==> config.mk <==
export PLATFORM = sky130hd
export DESIGN_NAME = cell_age_gradient_colorizer
export DESIGN_NICKNAME = d
export VERILOG_FILES = /design/src/rtl/core/cagc_pkg.sv /design/src/rtl/core/cell_age_gradient_colorizer.sv /design/src/rtl/core/cagc_select.sv /design/src/rtl/core/cagc_mul.sv /design/src/rtl/core/cagc_div.sv
export SDC_FILE = /design/constraint.sdc
export NUM_CORES = 2
export LEC_CHECK = 0
export ABC_AREA = 1
export BUFFER_PORTS_ARGS = -buffer_cell sky130_fd_sc_hd__buf_2
export CAP_MARGIN = 20
export CORE_UTILIZATION = 35
export CTS_CLUSTER_DIAMETER = 50
export DETAILED_ROUTE_END_ITERATION = 10
export PLACE_DENSITY_LB_ADDON = 0.2
export SLEW_MARGIN = 10
export SYNTH_ARGS = -nofsm -noshare
export SYNTH_HDL_FRONTEND = slang
export SYNTH_SLANG_ARGS = --single-unit
==> constraint.sdc <==
create_clock -name clk -period 11.6 [get_ports clk]
set_clock_uncertainty 0.1 [all_clocks]
set_input_delay 0 -clock clk [delete_from_list [all_inputs] [get_ports clk]]
set_output_delay 0 -clock clk [all_outputs]
set_load 0.05 [all_outputs]
==> src/rtl/core/cagc_pkg.sv <==
// Shared types, constants and a helper function for the cell age gradient colorizer.
// Has no dependencies. Every other file in rtl/core uses it by scoped names.
`default_nettype none

package cagc_pkg;

  localparam int PALETTE_POINTS = 4;
  localparam int CNT_W = 3;
  localparam int IDX_W = $clog2(PALETTE_POINTS);
  localparam int PAL_W = 32 * PALETTE_POINTS;
  localparam int DIV_STAGES = 4;

  localparam logic [2:0] REG_MODE       = 3'd0;
  localparam logic [2:0] REG_FILL       = 3'd1;
  localparam logic [2:0] REG_LIVE_COUNT = 3'd2;
  localparam logic [2:0] REG_DEAD_COUNT = 3'd3;
  localparam logic [2:0] REG_LIVE_LOW   = 3'd4;
  localparam logic [2:0] REG_LIVE_HIGH  = 3'd5;
  localparam logic [2:0] REG_DEAD_LOW   = 3'd6;
  localparam logic [2:0] REG_DEAD_HIGH  = 3'd7;

  localparam logic [1:0] MODE_INVERTED = 2'd1;
  localparam logic [7:0] FILL_CELL = 8'd127;
  localparam logic [7:0] FULL_ON = 8'd255;

  typedef struct packed {
    logic [1:0]       mode;
    logic [23:0]      fill;
    logic [CNT_W-1:0] live_count;
    logic [CNT_W-1:0] dead_count;
    logic [PAL_W-1:0] live_pts;
    logic [PAL_W-1:0] dead_pts;
  } cfg_t;

  typedef struct packed {
    logic        direct;
    logic [23:0] color;
    logic [31:0] lo;
    logic [31:0] hi;
    logic [6:0]  age;
  } sel_t;

  typedef struct packed {
    logic            direct;
    logic [23:0]     color;
    logic [8:0]      dvs;
    logic [2:0][8:0] rem;
    logic [2:0][7:0] nlow;
    logic [2:0][7:0] quo;
  } div_t;

  // One restoring division step: returns the quotient bit over the new remainder.
  function automatic logic [9:0] div_step(input logic [8:0] rem, input logic nbit,
                                          input logic [8:0] dvs);
    logic [9:0] t;
    t = {rem, nbit};
    if (t >= {1'b0, dvs}) begin
      div_step = {1'b1, 9'(t - {1'b0, dvs})};
    end else begin
      div_step = {1'b0, t[8:0]};
    end
  endfunction

endpackage

`default_nettype wire

==> src/rtl/core/cell_age_gradient_colorizer.sv <==
// Top level of the cell age gradient colorizer: configuration registers, pipeline, output.
// Depends on cagc_pkg, cagc_select, cagc_mul and cagc_div.
//
//   Channel   Direction  Contents
//   s_axis    in         tdata[7:0] cell_byte
//   m_axis    out        tdata[7:0] red, [15:8] green, [23:16] blue
//   cfg       in         cfg_we, cfg_addr register index, cfg_data value
//
// One cell is taken every cycle while m_axis is not stalled; there are seven register
// stages (select, multiply, four divider stages and the output register), and each
// request passes through them in that order on its way to m_axis.
// Reset restores the register defaults and empties the pipeline.
// A stall on m_axis holds every stage at once, and s_axis_tready drops with it.
`default_nettype none

module cell_age_gradient_colorizer (
  input  wire logic        clk,
  input  wire logic        rst,
  input  wire logic        s_axis_tvalid,
  output logic             s_axis_tready,
  input  wire logic [7:0]  s_axis_tdata,   // [7:0] cell_byte
  output logic             m_axis_tvalid,
  input  wire logic        m_axis_tready,
  output logic [23:0]      m_axis_tdata,   // [7:0] red, [15:8] green, [23:16] blue
  input  wire logic        cfg_we,
  input  wire logic [2:0]  cfg_addr,
  input  wire logic [63:0] cfg_data
);

  cagc_pkg::cfg_t cfg;
  logic adv;
  logic sel_valid;
  cagc_pkg::sel_t sel;
  logic mul_valid;
  cagc_pkg::div_t mul_div;
  logic div_valid;
  cagc_pkg::div_t div_out;

  assign adv = !m_axis_tvalid || m_axis_tready;
  assign s_axis_tready = adv;

  always_ff @(posedge clk) begin
    if (rst) begin
      cfg.mode <= 2'd0;
      cfg.fill <= 24'd0;
      cfg.live_count <= cagc_pkg::CNT_W'(1);
      cfg.dead_count <= cagc_pkg::CNT_W'(1);
      cfg.live_pts <= '0;
      cfg.dead_pts <= '0;
    end else if (cfg_we) begin
      case (cfg_addr)
        cagc_pkg::REG_MODE:       cfg.mode <= cfg_data[1:0];
        cagc_pkg::REG_FILL:       cfg.fill <= cfg_data[23:0];
        cagc_pkg::REG_LIVE_COUNT: cfg.live_count <= cfg_data[cagc_pkg::CNT_W-1:0];
        cagc_pkg::REG_DEAD_COUNT: cfg.dead_count <= cfg_data[cagc_pkg::CNT_W-1:0];
        cagc_pkg::REG_LIVE_LOW:   cfg.live_pts[63:0] <= cfg_data;
        cagc_pkg::REG_LIVE_HIGH:  cfg.live_pts[127:64] <= cfg_data;
        cagc_pkg::REG_DEAD_LOW:   cfg.dead_pts[63:0] <= cfg_data;
        cagc_pkg::REG_DEAD_HIGH:  cfg.dead_pts[127:64] <= cfg_data;
        default: begin
        end
      endcase
    end
  end

  cagc_select u_select (
    .clk       (clk),
    .rst       (rst),
    .adv       (adv),
    .in_valid  (s_axis_tvalid),
    .cell_byte (s_axis_tdata),
    .cfg       (cfg),
    .out_valid (sel_valid),
    .out_sel   (sel)
  );

  cagc_mul u_mul (
    .clk       (clk),
    .rst       (rst),
    .adv       (adv),
    .in_valid  (sel_valid),
    .in_sel    (sel),
    .out_valid (mul_valid),
    .out_div   (mul_div)
  );

  cagc_div u_div (
    .clk       (clk),
    .rst       (rst),
    .adv       (adv),
    .in_valid  (mul_valid),
    .in_div    (mul_div),
    .out_valid (div_valid),
    .out_div   (div_out)
  );

  always_ff @(posedge clk) begin
    if (rst) begin
      m_axis_tvalid <= 1'b0;
    end else if (adv) begin
      m_axis_tvalid <= div_valid;
    end
    if (adv) begin
      if (div_out.direct) begin
        m_axis_tdata <= {div_out.color[7:0], div_out.color[15:8], div_out.color[23:16]};
      end else begin
        m_axis_tdata <= {div_out.quo[0], div_out.quo[1], div_out.quo[2]};
      end
    end
  end

endmodule

`default_nettype wire

==> src/rtl/core/cagc_select.sv <==
// First pipeline stage: decodes the mode and finds the palette segment for one cell.
// Depends on cagc_pkg.
`default_nettype none

module cagc_select (
  input  wire logic          clk,
  input  wire logic          rst,
  input  wire logic          adv,
  input  wire logic          in_valid,
  input  wire logic [7:0]    cell_byte,
  input  cagc_pkg::cfg_t     cfg,
  output logic               out_valid,
  output cagc_pkg::sel_t     out_sel
);

  logic [31:0] word [cagc_pkg::PALETTE_POINTS];
  logic [cagc_pkg::PAL_W-1:0] pal;
  logic [cagc_pkg::CNT_W-1:0] cnt;
  logic [cagc_pkg::CNT_W-1:0] n;
  logic [31:0] last;
  logic [6:0] age;
  logic alive;
  logic found;
  logic [7:0] on;
  logic [7:0] v;
  cagc_pkg::sel_t sel_next;

  always_comb begin
    alive = cell_byte[7];
    age = cell_byte[6:0];
    pal = alive ? cfg.live_pts : cfg.dead_pts;
    cnt = alive ? cfg.live_count : cfg.dead_count;
    for (int i = 0; i < cagc_pkg::PALETTE_POINTS; i++) begin
      word[i] = pal[32*i +: 32];
    end
    n = cnt;
    if (cnt == '0) begin
      n = cagc_pkg::CNT_W'(1);
    end else if (cnt > cagc_pkg::CNT_W'(cagc_pkg::PALETTE_POINTS)) begin
      n = cagc_pkg::CNT_W'(cagc_pkg::PALETTE_POINTS);
    end
    last = word[cagc_pkg::IDX_W'(n - cagc_pkg::CNT_W'(1))];
    on = (cfg.mode == cagc_pkg::MODE_INVERTED) ? 8'd0 : cagc_pkg::FULL_ON;
    v = alive ? on : ~on;

    sel_next.age = age;
    sel_next.lo = last;
    sel_next.hi = last;
    sel_next.direct = 1'b1;
    sel_next.color = last[23:0];
    found = 1'b0;
    for (int c = 1; c < cagc_pkg::PALETTE_POINTS; c++) begin
      if (!found && (cagc_pkg::CNT_W'(c) < n) && (word[c][31:24] > {1'b0, age})) begin
        found = 1'b1;
        sel_next.lo = word[c-1];
        sel_next.hi = word[c];
      end
    end

    if (!cfg.mode[1]) begin
      sel_next.color = {v, v, v};
    end else if (cell_byte == cagc_pkg::FILL_CELL) begin
      sel_next.color = cfg.fill;
    end else if (word[0][31:24] >= {1'b0, age}) begin
      sel_next.color = word[0][23:0];
    end else if (last[31:24] <= {1'b0, age}) begin
      sel_next.color = last[23:0];
    end else if (found) begin
      sel_next.direct = 1'b0;
    end
  end

  always_ff @(posedge clk) begin
    if (rst) begin
      out_valid <= 1'b0;
    end else if (adv) begin
      out_valid <= in_valid;
    end
    if (adv) begin
      out_sel <= sel_next;
    end
  end

  a_segment_order: assert property (@(posedge clk) disable iff (rst)
    (out_valid && !out_sel.direct) |->
      (out_sel.lo[31:24] <= {1'b0, out_sel.age}) && (out_sel.hi[31:24] > {1'b0, out_sel.age}))
    else $error("interpolation segment does not bracket the age");

endmodule

`default_nettype wire

==> src/rtl/core/cagc_mul.sv <==
// Second pipeline stage: forms the interpolation numerator per channel and the shared divisor.
// Depends on cagc_pkg.
`default_nettype none

module cagc_mul (
  input  wire logic          clk,
  input  wire logic          rst,
  input  wire logic          adv,
  input  wire logic          in_valid,
  input  cagc_pkg::sel_t     in_sel,
  output logic               out_valid,
  output cagc_pkg::div_t     out_div
);

  logic [7:0] d;
  logic [7:0] off;
  logic [7:0] lv [3];
  logic [7:0] hv [3];
  logic [15:0] base [3];
  logic signed [8:0] diff [3];
  logic signed [17:0] prod [3];
  logic signed [18:0] num [3];
  logic [15:0] nn [3];
  logic [16:0] dividend [3];
  cagc_pkg::div_t div_next;

  always_comb begin
    d = in_sel.hi[31:24] - in_sel.lo[31:24];
    if (d == 8'd0) begin
      d = 8'd1;
    end
    off = {1'b0, in_sel.age} - in_sel.lo[31:24];
    div_next.direct = in_sel.direct;
    div_next.color = in_sel.color;
    div_next.dvs = {d, 1'b0};
    for (int j = 0; j < 3; j++) begin
      lv[j] = in_sel.lo[8*j +: 8];
      hv[j] = in_sel.hi[8*j +: 8];
      base[j] = 16'(lv[j]) * 16'(d);
      diff[j] = $signed({1'b0, hv[j]}) - $signed({1'b0, lv[j]});
      prod[j] = 18'($signed({1'b0, off})) * 18'(diff[j]);
      num[j] = $signed({3'b000, base[j]}) + $signed({prod[j][17], prod[j]});
      nn[j] = num[j][18] ? 16'd0 : num[j][15:0];
      dividend[j] = {nn[j], 1'b0} + {9'd0, d};
      div_next.rem[j] = dividend[j][16:8];
      div_next.nlow[j] = dividend[j][7:0];
      div_next.quo[j] = 8'd0;
    end
  end

  always_ff @(posedge clk) begin
    if (rst) begin
      out_valid <= 1'b0;
    end else if (adv) begin
      out_valid <= in_valid;
    end
    if (adv) begin
      out_div <= div_next;
    end
  end

endmodule

`default_nettype wire

==> src/rtl/core/cagc_div.sv <==
// Pipelined restoring divider, two quotient bits per stage, three channels side by side.
// Depends on cagc_pkg.
`default_nettype none

module cagc_div (
  input  wire logic          clk,
  input  wire logic          rst,
  input  wire logic          adv,
  input  wire logic          in_valid,
  input  cagc_pkg::div_t     in_div,
  output logic               out_valid,
  output cagc_pkg::div_t     out_div
);

  cagc_pkg::div_t st [cagc_pkg::DIV_STAGES];
  cagc_pkg::div_t nxt [cagc_pkg::DIV_STAGES];
  logic vld [cagc_pkg::DIV_STAGES];
  logic [9:0] r;

  always_comb begin
    r = '0;
    nxt[0] = in_div;
    for (int k = 1; k < cagc_pkg::DIV_STAGES; k++) begin
      nxt[k] = st[k-1];
    end
    for (int k = 0; k < cagc_pkg::DIV_STAGES; k++) begin
      for (int s = 0; s < 2; s++) begin
        for (int j = 0; j < 3; j++) begin
          r = cagc_pkg::div_step(nxt[k].rem[j], nxt[k].nlow[j][7], nxt[k].dvs);
          nxt[k].rem[j] = r[8:0];
          nxt[k].quo[j] = {nxt[k].quo[j][6:0], r[9]};
          nxt[k].nlow[j] = {nxt[k].nlow[j][6:0], 1'b0};
        end
      end
    end
  end

  always_ff @(posedge clk) begin
    if (rst) begin
      vld[0] <= 1'b0;
    end else if (adv) begin
      vld[0] <= in_valid;
    end
    for (int k = 1; k < cagc_pkg::DIV_STAGES; k++) begin
      if (rst) begin
        vld[k] <= 1'b0;
      end else if (adv) begin
        vld[k] <= vld[k-1];
      end
    end
    for (int k = 0; k < cagc_pkg::DIV_STAGES; k++) begin
      if (adv) begin
        st[k] <= nxt[k];
      end
    end
  end

  assign out_valid = vld[cagc_pkg::DIV_STAGES-1];
  assign out_div = st[cagc_pkg::DIV_STAGES-1];

  a_rem_first: assert property (@(posedge clk) disable iff (rst)
    (vld[0] && !st[0].direct) |->
      (st[0].rem[0] < st[0].dvs) && (st[0].rem[1] < st[0].dvs) && (st[0].rem[2] < st[0].dvs))
    else $error("divider remainder out of range after first stage");

  a_rem_last: assert property (@(posedge clk) disable iff (rst)
    (out_valid && !out_div.direct) |->
      (out_div.rem[0] < out_div.dvs) && (out_div.rem[1] < out_div.dvs)
      && (out_div.rem[2] < out_div.dvs))
    else $error("divider remainder out of range at the last stage");

  a_divisor: assert property (@(posedge clk) disable iff (rst)
    (out_valid && !out_div.direct) |-> (out_div.dvs != 9'd0) && !out_div.dvs[0])
    else $error("divisor is not twice a nonzero key distance");

endmodule

`default_nettype wire
==> metrics.md <==
| Metric | Value |
|---|---|
| Run status | complete, no violations |
| Nets | 8327 |
| Clk_lat worst skew | 0.76 ns |
| Syn Nets | 8157 |
| Final Slew Violations | 0 |
| Post-synth EDFFs | 497 |
| Post-synth top area cell | edfxtp_1 |
| Port bufs | 105 |
| Fin. Hold Viols | 0 |
| Yosys cell types | 55 |
| Core area | 166000 sq um |
| Worst path most repeated cell | nand2_1 |
| Ant. Diodes | 0 |
| Wirelength per Cell | 18.4 um |
| Crit path largest cell delay | 0.52 ns |
| Ys Warns | 0 |
| Finished Cell Area | 66400 sq um |
| Number of clock sinks | 788 |
| Area contributors post-synth | edfxtp_1 25%, ha_1 12%, fa_1 10% |
| Area occupied by multi-input gates | 33100 sq um |
| CTS Buf Count | 100 |
| Endpoint kind of the worst setup timing path | flop |
| Layout cells sized above 1 | 6.93% |
| Die area | 170000 sq um |
| Peak Freq | 93.2 MHz |
| DP Area | 61500 sq um |
| First-pass GRT wire length | 274000 um |
| Clock-pin slew on the worst setup and hold paths | 0.06 ns |
| Fill count | 16800 |
| Initial antenna violation count | 3 |
| Synth Register Bits | 788 |
| Largest net degree at the start of global routing | 165 |
| GRT Util Overall | 21.0% |
| Vias per cell | 4.94 |
| Max stage delay cell, worst path | fa_1 |
| Setup WS post-layout | 0.866 ns |
| Placer Congestion | 0.899 |
| Setup Viol. Count Final | 0 |
| Slew Limit Headroom | 27.4% |
| RSZ-0062 raised after global routing | false |
| Crit path arrival time | 11.09 ns |
| Starting Density | 35.5% |
| FFs w/ async S/R, synth | 0% |
| Post-route DRC violation count | 0 |
| Antenna-violating nets left | 0 |
| Syn Inst Count | 7205 |
| Crit path launch type | flop |
| Sequential cell area | 20700 sq um |
| Clock Tree Buf Depth | 3 |
| # rows | 149 |
| Pre-antenna DRT Iters | 6 |
| Final wirelength | 178000 um |
| Most common cell after layout, fill and taps aside | nand2_1 |
| Final worst-path cycle share | 92.5% |
| H-tree depth | 3 |
| Setup WS pre-CTS | 0.955 ns |
| DIE HEIGHT | 412 um |
| Post-Syn Area per Cell | 8.15 sq um |
| Vias | 47700 |
| Chip width | 412 um |
| Synthesized area | 58800 sq um |
| Tmin final | 10.73 ns |
| Crit Path Max Fanout | 17 |
| Synth top area share | 25.4% |
| Final core occ | 40.1% |
| Commonest cells after routing, fill and taps aside | 1486 x nand2_1, 1032 x inv_1, 1007 x nor2_1 |
| DP Wirelength | 130000 um |
| Root Driver | clkbuf_16 |
| Vias in the first global route | 46900 |
| Drt initial violations | 3245 |
| Grt ovf | 0 |
| Slew @ Worst Pin | 1.08 ns |
| Area growth syn-to-layout | 13.1% |
| Io pins | 106 |
| Min-Delay Path Class | in2reg |
| WP data required | 11.96 ns |
| Synth Flop Type | edfxtp_1 |
| Sequential share of the synthesized area | 35.3% |
| Setup TNS | 0 ns |
| Setup CP Type | reg2reg |
| CTS tree | built |
| Max-cap check violation count | 0 |
| Postcts setup bufs | 0 |
[cell usage after synthesis, types with 3 or more instances]
master        n
a211oi_1      8
a21o_1       17
a21oi_1     308
a31oi_1      14
and2_1        7
buf_1        10
buf_2        41
buf_6         6
clkbuf_1    172
clkinv_1      9
dfxtp_1     291
edfxtp_1    497
fa_1        305
ha_1        567
inv_1      1035
inv_2        15
mux2_2       25
mux2i_1      18
nand2_1    1486
nand2_2      12
nand3_1     215
nand3b_1     13
nand4_1      48
nor2_1     1011
nor2_2       29
nor3_1       34
nor4_1       11
o2111ai_1     4
o211ai_1     31
o21a_1       17
o21ai_0     560
o21ai_1      26
o21ai_2       3
o21bai_1     14
o221ai_1      7
o22ai_1      22
or2_2        87
xnor2_1      86
xor2_1      127
[layout make-up]
class / count / area share, %
repair buffers: 300 / 3.59
flip-flops and latches: 788 / 31.2
inverters: 1059 / 6.00
clock buffers: 129 / 4.17
well taps: 2189 / 4.12
multi-input cells: 5126 / 49.8
clock inverters: 61 / 1.09
[stage by stage]
stage                     std cells  hold slack, ns
after floorplan                7205        -0.00113
after global placement         9323           0.110
after detailed placement       9323           0.106
after CTS                      9651        0.000646
after global routing           9652          0.0255
final                          9652          0.0544
[registers in the layout (all words and copies together) (netlist names)]
name and flops:
u_select.out_valid 1, u_mul.out_div 81, u_div.vld 4, m_axis_tdata 24, u_div.st 292, u_mul.out_valid 1
cfg 288, m_axis_tvalid 1, u_select.out_sel 96
[worst paths after layout]
path | start | to | slack, ns | depth (start not counted)
worst max-delay path | u_select.out_sel[31]$_DFFE_PN_ | u_mul.out_div[62]$_DFFE_PN_ | 0.87 | 52
worst max register to register | u_select.out_sel[31]$_DFFE_PN_ | u_mul.out_div[62]$_DFFE_PN_ | 0.87 | 52
worst min register to register | u_mul.out_div[34]$_DFFE_PN_ | u_div.st[0][32]$_DFFE_PN_ | 0.29 | 0
worst min-delay path | s_axis_tdata[4] | u_select.out_sel[4]$_DFFE_PN_ | 0.05 | 2
[routing by layer]
| layer | vias up | global-route usage [%] | part of all wire, % |
|---|---|---|---|
| met5 | - | 0 | 0 |
| met2 | 1137 | 35.7 | 47 |
| met3 | 277 | 2.44 | 4.3 |
| met1 | 22700 | 27.3 | 45 |
| li1 | 23500 | - | - |
| met4 | 0 | 7.41 | 3.6 |
[logic make-up (layout without fill, tap and decap cells)]
logic type,Yosys count,after routing,share of synthesized area (%)
AO/OA/AOI/OAI,1037,1037,9.41
buffers and inverters,1291,1549,8.43
flip-flops,788,788,35.3
XOR/XNOR,213,213,3.18
AND/OR/NAND/NOR,2961,2961,20.4
multiplexers,43,43,0.786
adder cells (fa/ha/maj),872,872,22.5
[what timing repair did]
item / in CTS / in global routing
resized for setup: 0 / 0
hold endpoints to repair: 306 / 0
hold buffers: 138 / 0
[worst max-delay path, delay by kind of cell (launching register included)]
family / cells / cell delay (ns)
flip-flops: 1 / 0.37
buffers and inverters: 9 / 0.84
XOR/XNOR: 1 / 0.31
AND/OR/NAND/NOR: 25 / 3.15
adder cells (fa/ha/maj): 12 / 4.81
AO/OA/AOI/OAI: 5 / 0.86
Power is left out: the tool's default activity adds up to more than one toggle a clock period on the data nets, which glitch-free logic cannot reach.
